===== src/rtl/core/rau_pkg.sv =====
`default_nettype none

package rau_pkg;

    // fixed field widths
    localparam int DATA_W          = 32;
    localparam int DEN_W           = 31;
    localparam int OP_W            = 4;
    localparam int STAT_W          = 2;
    localparam int DEF_WORD_WIDTH  = 32;
    localparam int DEF_QUEUE_DEPTH = 2;

    // operation codes
    typedef enum logic [OP_W-1:0] {
        OP_ADD = 4'd0,
        OP_SUB = 4'd1,
        OP_MUL = 4'd2,
        OP_DIV = 4'd3,
        OP_EQ  = 4'd4,
        OP_NE  = 4'd5,
        OP_GE  = 4'd6,
        OP_LE  = 4'd7,
        OP_GT  = 4'd8,
        OP_LT  = 4'd9
    } op_t;

    // result status codes
    typedef enum logic [STAT_W-1:0] {
        STAT_OK   = 2'd0,
        STAT_ZDEN = 2'd1,
        STAT_DIVZ = 2'd2,
        STAT_OVF  = 2'd3
    } status_t;

    // back end sequencer states
    typedef enum logic [2:0] {
        ST_IDLE,
        ST_GCD,
        ST_DIV,
        ST_STORE,
        ST_MUL,
        ST_COMB
    } state_t;

    // which value is being reduced
    typedef enum logic [1:0] {
        PH_A,
        PH_B,
        PH_R
    } phase_t;

    typedef struct packed {
        logic [OP_W-1:0]          req_type;
        logic signed [DATA_W-1:0] num_a;
        logic signed [DATA_W-1:0] den_a;
        logic signed [DATA_W-1:0] num_b;
        logic signed [DATA_W-1:0] den_b;
    } rau_in_t;

    typedef struct packed {
        logic signed [DATA_W-1:0] res_num;
        logic [DEN_W-1:0]         res_den;
        logic                     cmp_true;
        logic [STAT_W-1:0]        status;
    } rau_out_t;

    // classified request as queued between front and back
    typedef struct packed {
        rau_in_t req;
        logic    bad_op;
        logic    zero_den;
    } rau_item_t;

endpackage

`default_nettype wire


===== src/rtl/core/rau_front.sv =====
`default_nettype none

module rau_front
    import rau_pkg::*;
#(
    parameter int WORD_WIDTH = DEF_WORD_WIDTH
)
(
    input  wire logic      start,
    input  wire rau_in_t   req,
    input  wire logic      q_full,
    output logic           busy,
    output logic           push,
    output rau_item_t      item
);

    logic [WORD_WIDTH-1:0] den_a_w;
    logic [WORD_WIDTH-1:0] den_b_w;

    // accept whenever the queue has room
    assign busy = q_full;
    assign push = start && !q_full;

    // classify the request
    assign den_a_w       = req.den_a[WORD_WIDTH-1:0];
    assign den_b_w       = req.den_b[WORD_WIDTH-1:0];
    assign item.req      = req;
    assign item.bad_op   = (req.req_type > OP_LT);
    assign item.zero_den = (den_a_w == '0) || (den_b_w == '0);

endmodule

`default_nettype wire


===== config.mk =====
export PLATFORM = sky130hd
export DESIGN_NAME = rau_front
export DESIGN_NICKNAME = d
export VERILOG_FILES = /design/src/rtl/core/rau_pkg.sv /design/src/rtl/core/rau_front.sv
export SDC_FILE = /design/constraint.sdc
export NUM_CORES = 1
export LEC_CHECK = 0
export BUFFER_PORTS_ARGS = -buffer_cell sky130_fd_sc_hd__buf_2
export CAP_MARGIN = 15
export CORE_AREA = 3 3 103 105
export DETAILED_ROUTE_END_ITERATION = 12
export DIE_AREA = 0 0 106 108
export SLEW_MARGIN = 25
export SYNTH_ARGS = -nofsm -noshare
export SYNTH_HDL_FRONTEND = slang
export SYNTH_SLANG_ARGS = --single-unit

===== constraint.sdc =====
create_clock -name vclk -period 0.8
set_clock_uncertainty 0.05 [all_clocks]
set_input_delay 0.08 -clock vclk [all_inputs]
set_output_delay 0.08 -clock vclk [all_outputs]
set_load 0.01 [all_outputs]

# After elaboration in Yosys (flattened, before gate mapping)
# Index checks and enable logic that the tools add are counted.
# word_totals
output_inout_bits,136
reg_bits,0
elab_cells,6
inputBits,134
# op_classes
n_reduce_logical,5
magnitude_cmp,1
# ops
op,count
$logic_not A32 Y1,2
$gt A4 B4 Y1 const B,1
$logic_and A1 B1 Y1,1
$logic_not A1 Y1,1
$logic_or A1 B1 Y1,1

# Depth between registers and ports, before layout
# logic_depth
word_depth,2
mapped_depth,3
ltp_nobuf,3

# Least setup slack after synthesis
# Ideal clock, no wire load.
# synth_timing
kind,in2out
start,input port req[24] (netlist name)
end,output port item[0] (netlist name)
setup_slack_ns,-0.025
stages,3
arrival_time_ns,0.695
n_path_buf,0
path_cell_list,nor4_1 > nand4_1 > o22ai_1
# synth_lines
element,line,rtl
"start, declared",rau_front.sv:10,"input wire rau_in_t req,"
"end, declared",rau_front.sv:14,output rau_item_t item

==> metrics.md <==
| Metric | Value |
|---|---|
| Status | `complete, but fails checks` |
| Failing checks | `setup timing` |
| Rows | `36` |
| Share of the synthesized area in the top cell type | `86.83%` |
| Layout fillers | `1148` |
| Proportion of layout cells with a drive suffix above 1 | `92.61%` |
| Most Frequent Cell on Critical Path | `buf_2` |
| YS warnings | `0` |
| Main combinational cell family by area after synthesis | `buffers and inverters` |
| Vias in the first global route | `847` |
| DIE WIDTH | `106 microns` |
| WS Path Type | `input pin to output pin` |
| Number of diodes | `0` |
| Core ar. | `9729 sq um` |
| Area of the multi-input gates | `234.0 sq um` |
| Synth Area in Simple Gates | `11.97%` |
| Max rail drop VDD | `124.8 uV` |
| NumNets Final | `312` |
| Max_cap viols | `0` |
| Largest cells by area after synthesis | `buf_4 87%, nor4_1 8.2%, nand4_1 2.2%, nor4_2 1.1%, o21a_1 0.65%` |
| Setup violations, final | `1` |
| Count leader, synth | `buf_4` |
| Top Ports | `270` |
| Drt pass-1 iters | `3` |
| Worst path top cell family by delay | `simple AND/OR/NAND/NOR gates` |
| # clk buffers | `0` |
| Min cycle time layout | `1.119 ns` |
| Critical path depth | `5` |
| Max Freq | `0.8936 GHz` |
| CTS Hold Buffers Added | `0` |
| Die H | `108 microns` |
| CP Max Fanout | `2` |
| CP peak stage delay | `0.32 ns` |
| Post-route setup slack | `-0.3191 ns` |
| Total Routing Usage GR | `5.551%` |
| Highest-delay cell along the critical path | `nor4_1` |
| Placed insts | `309` |
| Buffers plus inverters on the worst setup path | `2` |
| RePlAce Congestion | `0.6265` |
| Final cell count without fillers | `309` |
| Drt wl/cell | `13.03 microns` |
| Synthesized-area fraction occupied by adder cells | `0%` |
| Post-Synth XOR/XNOR Area | `0%` |
| Avg Vias per Cell | `3.194` |
| Total gr overflow | `0` |
| Post-Syn Instances | `156` |
| Setup bufs post-CTS | `0` |
| Global-route wire length before repair | `4885 microns` |
| Post-synth cell types | `7` |
| Hold Crit Class | `input pin to output pin` |
| Vias | `987` |
| Sequential cell area | `0 sq um` |
| Critical Path RT | `0.67 ns` |
| Sequential area share after synthesis | `0%` |
| Crit path from | `req[25]` |
| Syn nets | `290` |
| Largest net degree at the start of global routing | `3` |
| PD cells | `502.5 nW/um^2` |
| CP Launch Type | `input pin` |
| Mapped Area | `1150 sq um` |
| Initial Util | `11.82%` |
| Share of the clock period used by the worst path | `139.9%` |
| Hold Worst Slack | `0.1100 ns` |
| # DRC | `0` |
| Mux share of post-synthesis cell area | `0%` |
| End of the critical path | `item[0]` |
| Crit. End Element | `output pin` |
| Compound-Gate Fraction of Synth Area | `1.197%` |
| Least-Margin Pin Slew | `0.2959 ns` |
| Port Buffers | `140` |
| Drt total wl | `4025 microns` |
| Cell taking the most area after synthesis | `buf_4` |
| Area delta synth->final | `6.202%` |
| Worst endpoint data arrival time | `0.99 ns` |
| Number of DRC markers in iteration 0 | `32` |
| Fin. Hold Viols | `0` |
| Mean Syn Cell Area | `7.371 sq um` |
| Initial antenna violation count | `0` |
| Max-slew violation count | `0` |
| Most common library cells after synthesis | `133 x buf_4, 15 x nor4_1, 4 x nand4_1` |
| Lkg Pwr | `0.0006457 uW` |
| Die footprint | `11450 sq um` |
| RSZ-0062 raised after global routing | `true` |
| Sequential cell count | `0` |
| Final ANT Viol Nets | `0` |
| Critical-path cell list | `buf_2, nor4_1, nand4_1, o22ai_2, buf_2` |
| Slew HR | `80.09%` |
cell usage in the layout (no fill, tap or decap), drive strengths merged:
cell     n
buf    153
nand4    4
nor2b    1
nor4    16
o21a     1
o22ai    1
power breakdown:
group | switching, uW | total [uW] | internal (uW) | leakage (uW)
Sequential | 0 | 0 | 0 | 0
Clock | 0 | 0 | 0 | 0
Combinational | 300 | 614 | 313 | 0.000646
metrics by stage:
step                total power [uW]  setup slack (ns)  cell area, sq um  TNS, ns  utilization, %
CTS                            607.5           -0.3477              1190  -0.3477           12.23
detailed placement             582.8           -0.5295              1141  -0.5295           11.73
finish                         613.7           -0.3191              1221  -0.3191           12.55
global placement               581.7           -0.4650              1141  -0.4650           11.73
floorplan                      710.2          0.005834              1175        0               -
global route                   666.3           -0.3968              1221  -0.3968           12.55
worst min path at each step:
stage	depth (start not counted)	startpoint	endpoint
2_1_floorplan	1	q_full	push
3_3_place_gp	0	req[100]	item[102]
5_1_grt	0	req[120]	item[122]
3_5_place_dp	0	req[100]	item[102]
6_report	0	req[105]	item[107]
4_1_cts	0	req[100]	item[102]
area by class of cell:
cell class	instances	share of cell area [%]
timing repair buffer	153	67.21
multi-input combinational	23	19.16
tap	133	13.63
logic make-up (layout without fill, tap and decap cells):
family	after synthesis	in the layout
AOI/OAI and AO/OA	2	2
buffers and inverters	133	153
and+or+nand+nor	21	21
routing by layer:
layer | GRT usage [%] | vias to the layer above | routed length [microns]
met5 | 0 | - | 0
met4 | 4.255 | 0 | 277
met3 | 2.149 | 42 | 688
met2 | 9.927 | 108 | 1887
met1 | 5.097 | 414 | 1172
li1 | - | 423 | -
what timing repair did:
action                                 CTS  global route
setup endpoints to repair                1             1
endpoints found under the hold margin    0             0
pin swaps                                3             1
gates resized for setup                  9             6
No activity file was read; power rests on OpenSTA's default activity.
