## src/rtl/core/rau_pkg.sv

```systemverilog
`default_nettype none

package rau_pkg;

    // fixed field widths
    localparam int DATA_W          = 32;
    localparam int DEN_W           = 31;
    localparam int OP_W            = 4;
    localparam int STAT_W          = 2;
    localparam int DEF_WORD_WIDTH  = 32;
    localparam int DEF_QUEUE_DEPTH = 2;

    // operation codes
    typedef enum logic [OP_W-1:0] {
        OP_ADD = 4'd0,
        OP_SUB = 4'd1,
        OP_MUL = 4'd2,
        OP_DIV = 4'd3,
        OP_EQ  = 4'd4,
        OP_NE  = 4'd5,
        OP_GE  = 4'd6,
        OP_LE  = 4'd7,
        OP_GT  = 4'd8,
        OP_LT  = 4'd9
    } op_t;

    // result status codes
    typedef enum logic [STAT_W-1:0] {
        STAT_OK   = 2'd0,
        STAT_ZDEN = 2'd1,
        STAT_DIVZ = 2'd2,
        STAT_OVF  = 2'd3
    } status_t;

    // back end sequencer states
    typedef enum logic [2:0] {
        ST_IDLE,
        ST_GCD,
        ST_DIV,
        ST_STORE,
        ST_MUL,
        ST_COMB
    } state_t;

    // which value is being reduced
    typedef enum logic [1:0] {
        PH_A,
        PH_B,
        PH_R
    } phase_t;

    typedef struct packed {
        logic [OP_W-1:0]          req_type;
        logic signed [DATA_W-1:0] num_a;
        logic signed [DATA_W-1:0] den_a;
        logic signed [DATA_W-1:0] num_b;
        logic signed [DATA_W-1:0] den_b;
    } rau_in_t;

    typedef struct packed {
        logic signed [DATA_W-1:0] res_num;
        logic [DEN_W-1:0]         res_den;
        logic                     cmp_true;
        logic [STAT_W-1:0]        status;
    } rau_out_t;

    // classified request as queued between front and back
    typedef struct packed {
        rau_in_t req;
        logic    bad_op;
        logic    zero_den;
    } rau_item_t;

endpackage

`default_nettype wire

```

## src/rtl/core/rau_queue.sv

```systemverilog
`default_nettype none

module rau_queue
    import rau_pkg::*;
#(
    parameter int DEPTH = DEF_QUEUE_DEPTH
)
(
    input  wire logic      clk,
    input  wire logic      rst_n,
    input  wire logic      push,
    input  wire rau_item_t wr_item,
    input  wire logic      pop,
    output rau_item_t      rd_item,
    output logic           full,
    output logic           empty
);

    localparam int PW = (DEPTH > 1) ? $clog2(DEPTH) : 1;
    localparam int CW = $clog2(DEPTH + 1);

    rau_item_t       mem [DEPTH];
    logic [PW-1:0]   wr_ptr_reg;
    logic [PW-1:0]   rd_ptr_reg;
    logic [CW-1:0]   count_reg;

    assign full    = (count_reg == CW'(DEPTH));
    assign empty   = (count_reg == '0);
    assign rd_item = mem[rd_ptr_reg];

    // storage
    always_ff @(posedge clk)
    begin
        if (push)
        begin
            mem[wr_ptr_reg] <= wr_item;
        end
    end

    // pointers and fill count
    always_ff @(posedge clk or negedge rst_n)
    begin
        if (!rst_n)
        begin
            wr_ptr_reg <= '0;
            rd_ptr_reg <= '0;
            count_reg  <= '0;
        end
        else
        begin
            if (push)
            begin
                wr_ptr_reg <= (wr_ptr_reg == PW'(DEPTH - 1)) ? '0 : wr_ptr_reg + 1'b1;
            end
            if (pop)
            begin
                rd_ptr_reg <= (rd_ptr_reg == PW'(DEPTH - 1)) ? '0 : rd_ptr_reg + 1'b1;
            end
            if (push && !pop)
            begin
                count_reg <= count_reg + 1'b1;
            end
            else if (pop && !push)
            begin
                count_reg <= count_reg - 1'b1;
            end
        end
    end

    // queue never holds more than its depth
    assert property (@(posedge clk) disable iff (!rst_n) count_reg <= CW'(DEPTH))
        else $error("queue count beyond depth");
    // no transfer into a full queue
    assert property (@(posedge clk) disable iff (!rst_n) full |-> !push)
        else $error("push into full queue");
    // no read from an empty queue
    assert property (@(posedge clk) disable iff (!rst_n) empty |-> !pop)
        else $error("pop from empty queue");

endmodule

`default_nettype wire

```

## config.mk

```make
export PLATFORM = sky130hd
export DESIGN_NAME = rau_queue
export DESIGN_NICKNAME = d
export VERILOG_FILES = /design/src/rtl/core/rau_pkg.sv /design/src/rtl/core/rau_queue.sv
export SDC_FILE = /design/constraint.sdc
export NUM_CORES = 1
export LEC_CHECK = 0
export ABC_AREA = 0
export BUFFER_PORTS_ARGS = -buffer_cell sky130_fd_sc_hd__buf_2
export CORE_ASPECT_RATIO = 1.1
export CORE_UTILIZATION = 52
export DETAILED_ROUTE_END_ITERATION = 12
export PLACE_DENSITY_LB_ADDON = 0.25
export SETUP_SLACK_MARGIN = 0.3
export SLEW_MARGIN = 20
export SYNTH_ARGS = -nofsm -noshare
export SYNTH_HDL_FRONTEND = slang
export SYNTH_SLANG_ARGS = --single-unit
```

## constraint.sdc

```tcl
create_clock -name clk -period 8.28 [get_ports clk]
set_clock_uncertainty 0.05 [all_clocks]
set_input_delay 0.414 -clock clk [delete_from_list [all_inputs] [get_ports clk]]
set_output_delay 0.414 -clock clk [all_outputs]
set_load 0.02 [all_outputs]
```

# Word-level counts from Yosys, hierarchy flattened

Memories as Yosys holds them, arrays and structs flattened.
Cells that the tools add are included.

Input port bits: 138
Logic and storage cells: 21
Memories: 1
Register bits after elaboration: 4
Output and inout port bits: 136
Bits in writable memories: 268

Equality and inequality tests: 1
Add/subtract/negate cells: 4
Reductions and logical operators: 6
Muxes and demuxes: 6

Memories:

| memory | words | width | rd ports | clocked after Yosys merged registers in | write ports | RTL line        | source |
|---|---|---|---|---|---|---|---|
| mem    | 2     | 134   | 1        | 0                                       | 1           | rau_queue.sv:22 | `rau_item_t mem [DEPTH];` |

Operators by type and width:

| cell                                              | count |
|---|---|
| two-way mux 1 bit                                 | 4 |
| two-way mux 2 bit                                 | 2 |
| adder 1 bit (second input constant)               | 2 |
| adder 2 x 1 -> 2 bit (second input constant)      | 1 |
| equality test 2 bit (second input constant)       | 1 |
| logical AND 1 bit                                 | 2 |
| logical NOT 1 bit                                 | 2 |
| logical NOT 2 bit                                 | 1 |
| nonzero test 2 bit                                | 1 |
| subtractor 2 x 1 -> 2 bit (second input constant) | 1 |

# Longest topological paths before layout

Depth in word-level cells: 4
Gate-level depth with buffers: 5
Depth with buffers taken out: 5

# Worst setup path before layout

No wires, ideal clock.

Path type: register to register
Start: register wr_ptr_reg
End: memory mem[0][0] in the netlist's numbering (enable)
Arrival time: 6322 ps
Buffers on the path: 0
Required time: 7585 ps
Setup slack: 1263 ps
Period minus slack after synthesis: 7017 ps
Cell stages (with the launch flop): 2
Cells stage by stage: dfrtp_1 > nor2b_1

RTL lines:

| element                | RTL line        | source |
|---|---|---|
| from (decl)            | rau_queue.sv:23 | `logic [PW-1:0] wr_ptr_reg;` |
| from (signal assigned) | rau_queue.sv:53 | `wr_ptr_reg <= (wr_ptr_reg == PW'(DEPTH - 1)) ? '0 : wr_ptr_reg + 1'b1;` |
| to (decl)              | rau_queue.sv:22 |  |

No word-level cell before the write port.

==> impl_metrics.py <==
metrics = {
    "run_status": {
        "status": "completed",
    },
    "cells_and_area": {
        "final_common_cell": "buf_2",
        "drive_gt1_frac": 0.5984,
        "area_growth_syn_to_layout_pct": 23.78,
        "fillers": 1272,
        "multi_input_area_sq_um": 1789,
        "fin_nets": 864,
        "largest_reg_flops": 268,
        "regArea_sq_um": 8152,
        "layout_common_cells": "buf_2, edfxtp_1, mux2_2, mux2_4, clkbuf_16",
    },
    "worst_setup_path": {
        "ff2ff_path_depth": 3,
        "cp_slowest_cell": "dfrtp_4",
        "worstPathMaxFanout": 72,
        "cp_cell_sequence": "buf_4 > mux2_2 > buf_2",
        "timing.rr.start": "wr_ptr_reg$_DFFE_PN0P_",
        "cp-end-kind": "primary output",
        "rrSetupSlack_ns": 5.68,
        "r2r_end": "mem[0][5]$_DFFE_PP_",
        "slowest_delay_ns": 1.11,
        "required_ns": 7.82,
        "cp.arrival_ns": 3.21,
        "crit_type": "flip-flop to primary output",
        "start_kind": "flip-flop",
    },
    "place": {
        "place.gp.congestion": 0.7443,
        "hpwlAfterDp_mm": 12.27,
        "port_buffers": 273,
    },
    "clock_network": {
        "clkTransAtPathRegs_ns": 0.06,
        "cts-root-buf": "clkbuf_16",
        "postCtsHoldBufs": 1,
        "cts_tree": "done",
        "h-tree-depth": 1,
        "clk_path_buf_depth": 3,
        "post_cts_buffers": 0,
        "cts_buffers": 27,
        "cts_resized": 0,
        "numClockSinks": 272,
        "insertion_delay_ns": 0.51,
    },
    "synthesis": {
        "synth_area_per_cell_sq_um": 23.21,
        "postSynthCellCount": 433,
        "syn-num-nets": 572,
        "yosysWarnings": 0,
        "ys_types": 13,
        "ys_seq_area_frac": 0.8108,
        "synth-seq-cells": 272,
        "netlist_area_sq_um": 10050,
    },
    "power": {
        "ir_drop_mv": 0.2814,
        "switchingPower_mw": 1.389,
        "combPwrFrac": 0.312,
        "sw_frac_of_total": 0.3130,
        "pwr-share-seq": 0.444,
        "clockPowerShare": 0.243,
        "power.internal_mw": 3.049,
        "p_per_area_nw_per_um2": 356.8,
        "leakage_nw": 4.831,
    },
    "grt": {
        "antenna_found_initial": 2,
        "grt_pass1_wl_mm": 28.23,
        "globalRouteOverflowTotal": 0,
        "grt_pass1_vias": 5403,
        "grt_max_degree": 76,
        "grt_util_all_layers": 0.1867,
    },
    "die": {
        "die_area_sq_um": 19890,
        "core-area_sq_um": 18670,
        "chipHeight_microns": 147.8,
        "io_pins": 274,
        "start_util": 0.5382,
        "die_w_microns": 134.6,
        "fp-row-count": 52,
    },
    "drt": {
        "first_iter_violations": 248,
        "antenna_left": 0,
        "drc_errors": 0,
        "routed_wl_mm": 18.63,
        "vias_per_cell": 5.076,
        "wl_per_cell_microns": 18.87,
        "drtPass1Iterations": 4,
        "vias": 5010,
    },
    "timing": {
        "hold_viol": 0,
        "maxSlewHeadroom": 0.3010,
        "min_period_over_period": 0.4437,
        "setup_tns_ns": 0,
        "max_clock_freq_ghz": 0.2722,
        "fin_crit_ns": 3.674,
        "rsz0062_at_grt": "false",
        "slew_viol_final": 0,
        "tightest_slew_ns": 1.048,
        "finalSetupViolCount": 0,
        "whs_ns": 0.03930,
    },
    "worst_hold_path": {
        "hp-class": "input port to flip-flop",
        "hold-path-cell-count": 1,
        "whs_endpoint": "mem[1][25]$_DFFE_PP_",
        "worstHoldStart": "wr_item[25]",
    },
    "run": {
        "maxCapViolCount": 0,
    },
}
## final cells by class
class                           instances  share of cell area
Clock buffer                           33             0.05613
Tap cell                              243             0.02444
Antenna cell                            2           0.0004023
Multi-Input combinational cell        145              0.1438
Clock inverter                         13            0.006538
Timing Repair Buffer                  278              0.1131
Sequential cell                       272              0.6553
Inverter                                1           0.0003018
## layer usage
layer | part of all wire | track usage | vias up
li1 | - | - | 2316
met1 | 0.38 | 0.2177 | 2438
met2 | 0.49 | 0.3207 | 227
met3 | 0.10 | 0.06927 | 29
met4 | 0.022 | 0.05730 | 0
met5 | 0 | 0 | -
## power by group through the flow
stage          Clock [mW]  Sequential [mW]  Combinational (mW)
2_1_floorplan           0             1.95                1.08
3_3_place_gp            0             1.99                1.38
3_5_place_dp            0             2.01                1.40
4_1_cts              1.11             1.98                1.41
5_1_grt              1.16             2.00                1.47
6_report             1.08             1.97                1.39
## worst max-delay path: cells and delay by family, from the launching register on
kind,cells,cell delay [ns]
mux,1,0.43
buf+inv,2,1.08
flops,1,1.11
## how the worst max path moves through the flow
stage | startpoint | depth (start not counted) | slack (ns) | to
after floorplan | wr_ptr_reg$_DFFE_PN0P_ | 1 | 1.26 | mem[0][0]$_DFFE_PP_
after global placement | rd_ptr_reg$_DFFE_PN0P_ | 3 | 5.16 | rd_item[6]
after detailed placement | rd_ptr_reg$_DFFE_PN0P_ | 3 | 5.11 | rd_item[19]
after CTS | rd_ptr_reg$_DFFE_PN0P_ | 3 | 4.54 | rd_item[19]
after global routing | rd_ptr_reg$_DFFE_PN0P_ | 3 | 4.42 | rd_item[114]
final | rd_ptr_reg$_DFFE_PN0P_ | 3 | 4.61 | rd_item[19]
## logic make-up after synthesis
logic type	synth area share
mux	0.1688
fa+ha+maj	0.001245
xor+xnor	0.004357
flops	0.8108
simple gates	0.002615
buf+inv	0.01220
## metrics by stage
step                instances  cell area [sq um]  total power, mW  setup slack, ns  utilization
floorplan                 433              10050            3.025            1.263            -
global placement          938              11640            3.366            5.163       0.6236
detailed placement        938              11640            3.404            5.105       0.6236
CTS                       985              12430            4.494            4.537       0.6659
global route              985              12430            4.638            4.420       0.6659
finish                    987              12440            4.438            4.606       0.6662
## synthesized netlist by cell type (all sizes together)
library cell,count,area (sq um)
edfxtp,268,8048
mux2,134,1697
buf,15,118.9
dfrtp,4,100.1
xor2,4,35.03
nor2,2,7.510
nor2b,2,12.51
and2,1,6.260
ha,1,12.51
inv,1,3.750
xnor2,1,8.760
No activity file was read; power rests on OpenSTA's default activity.
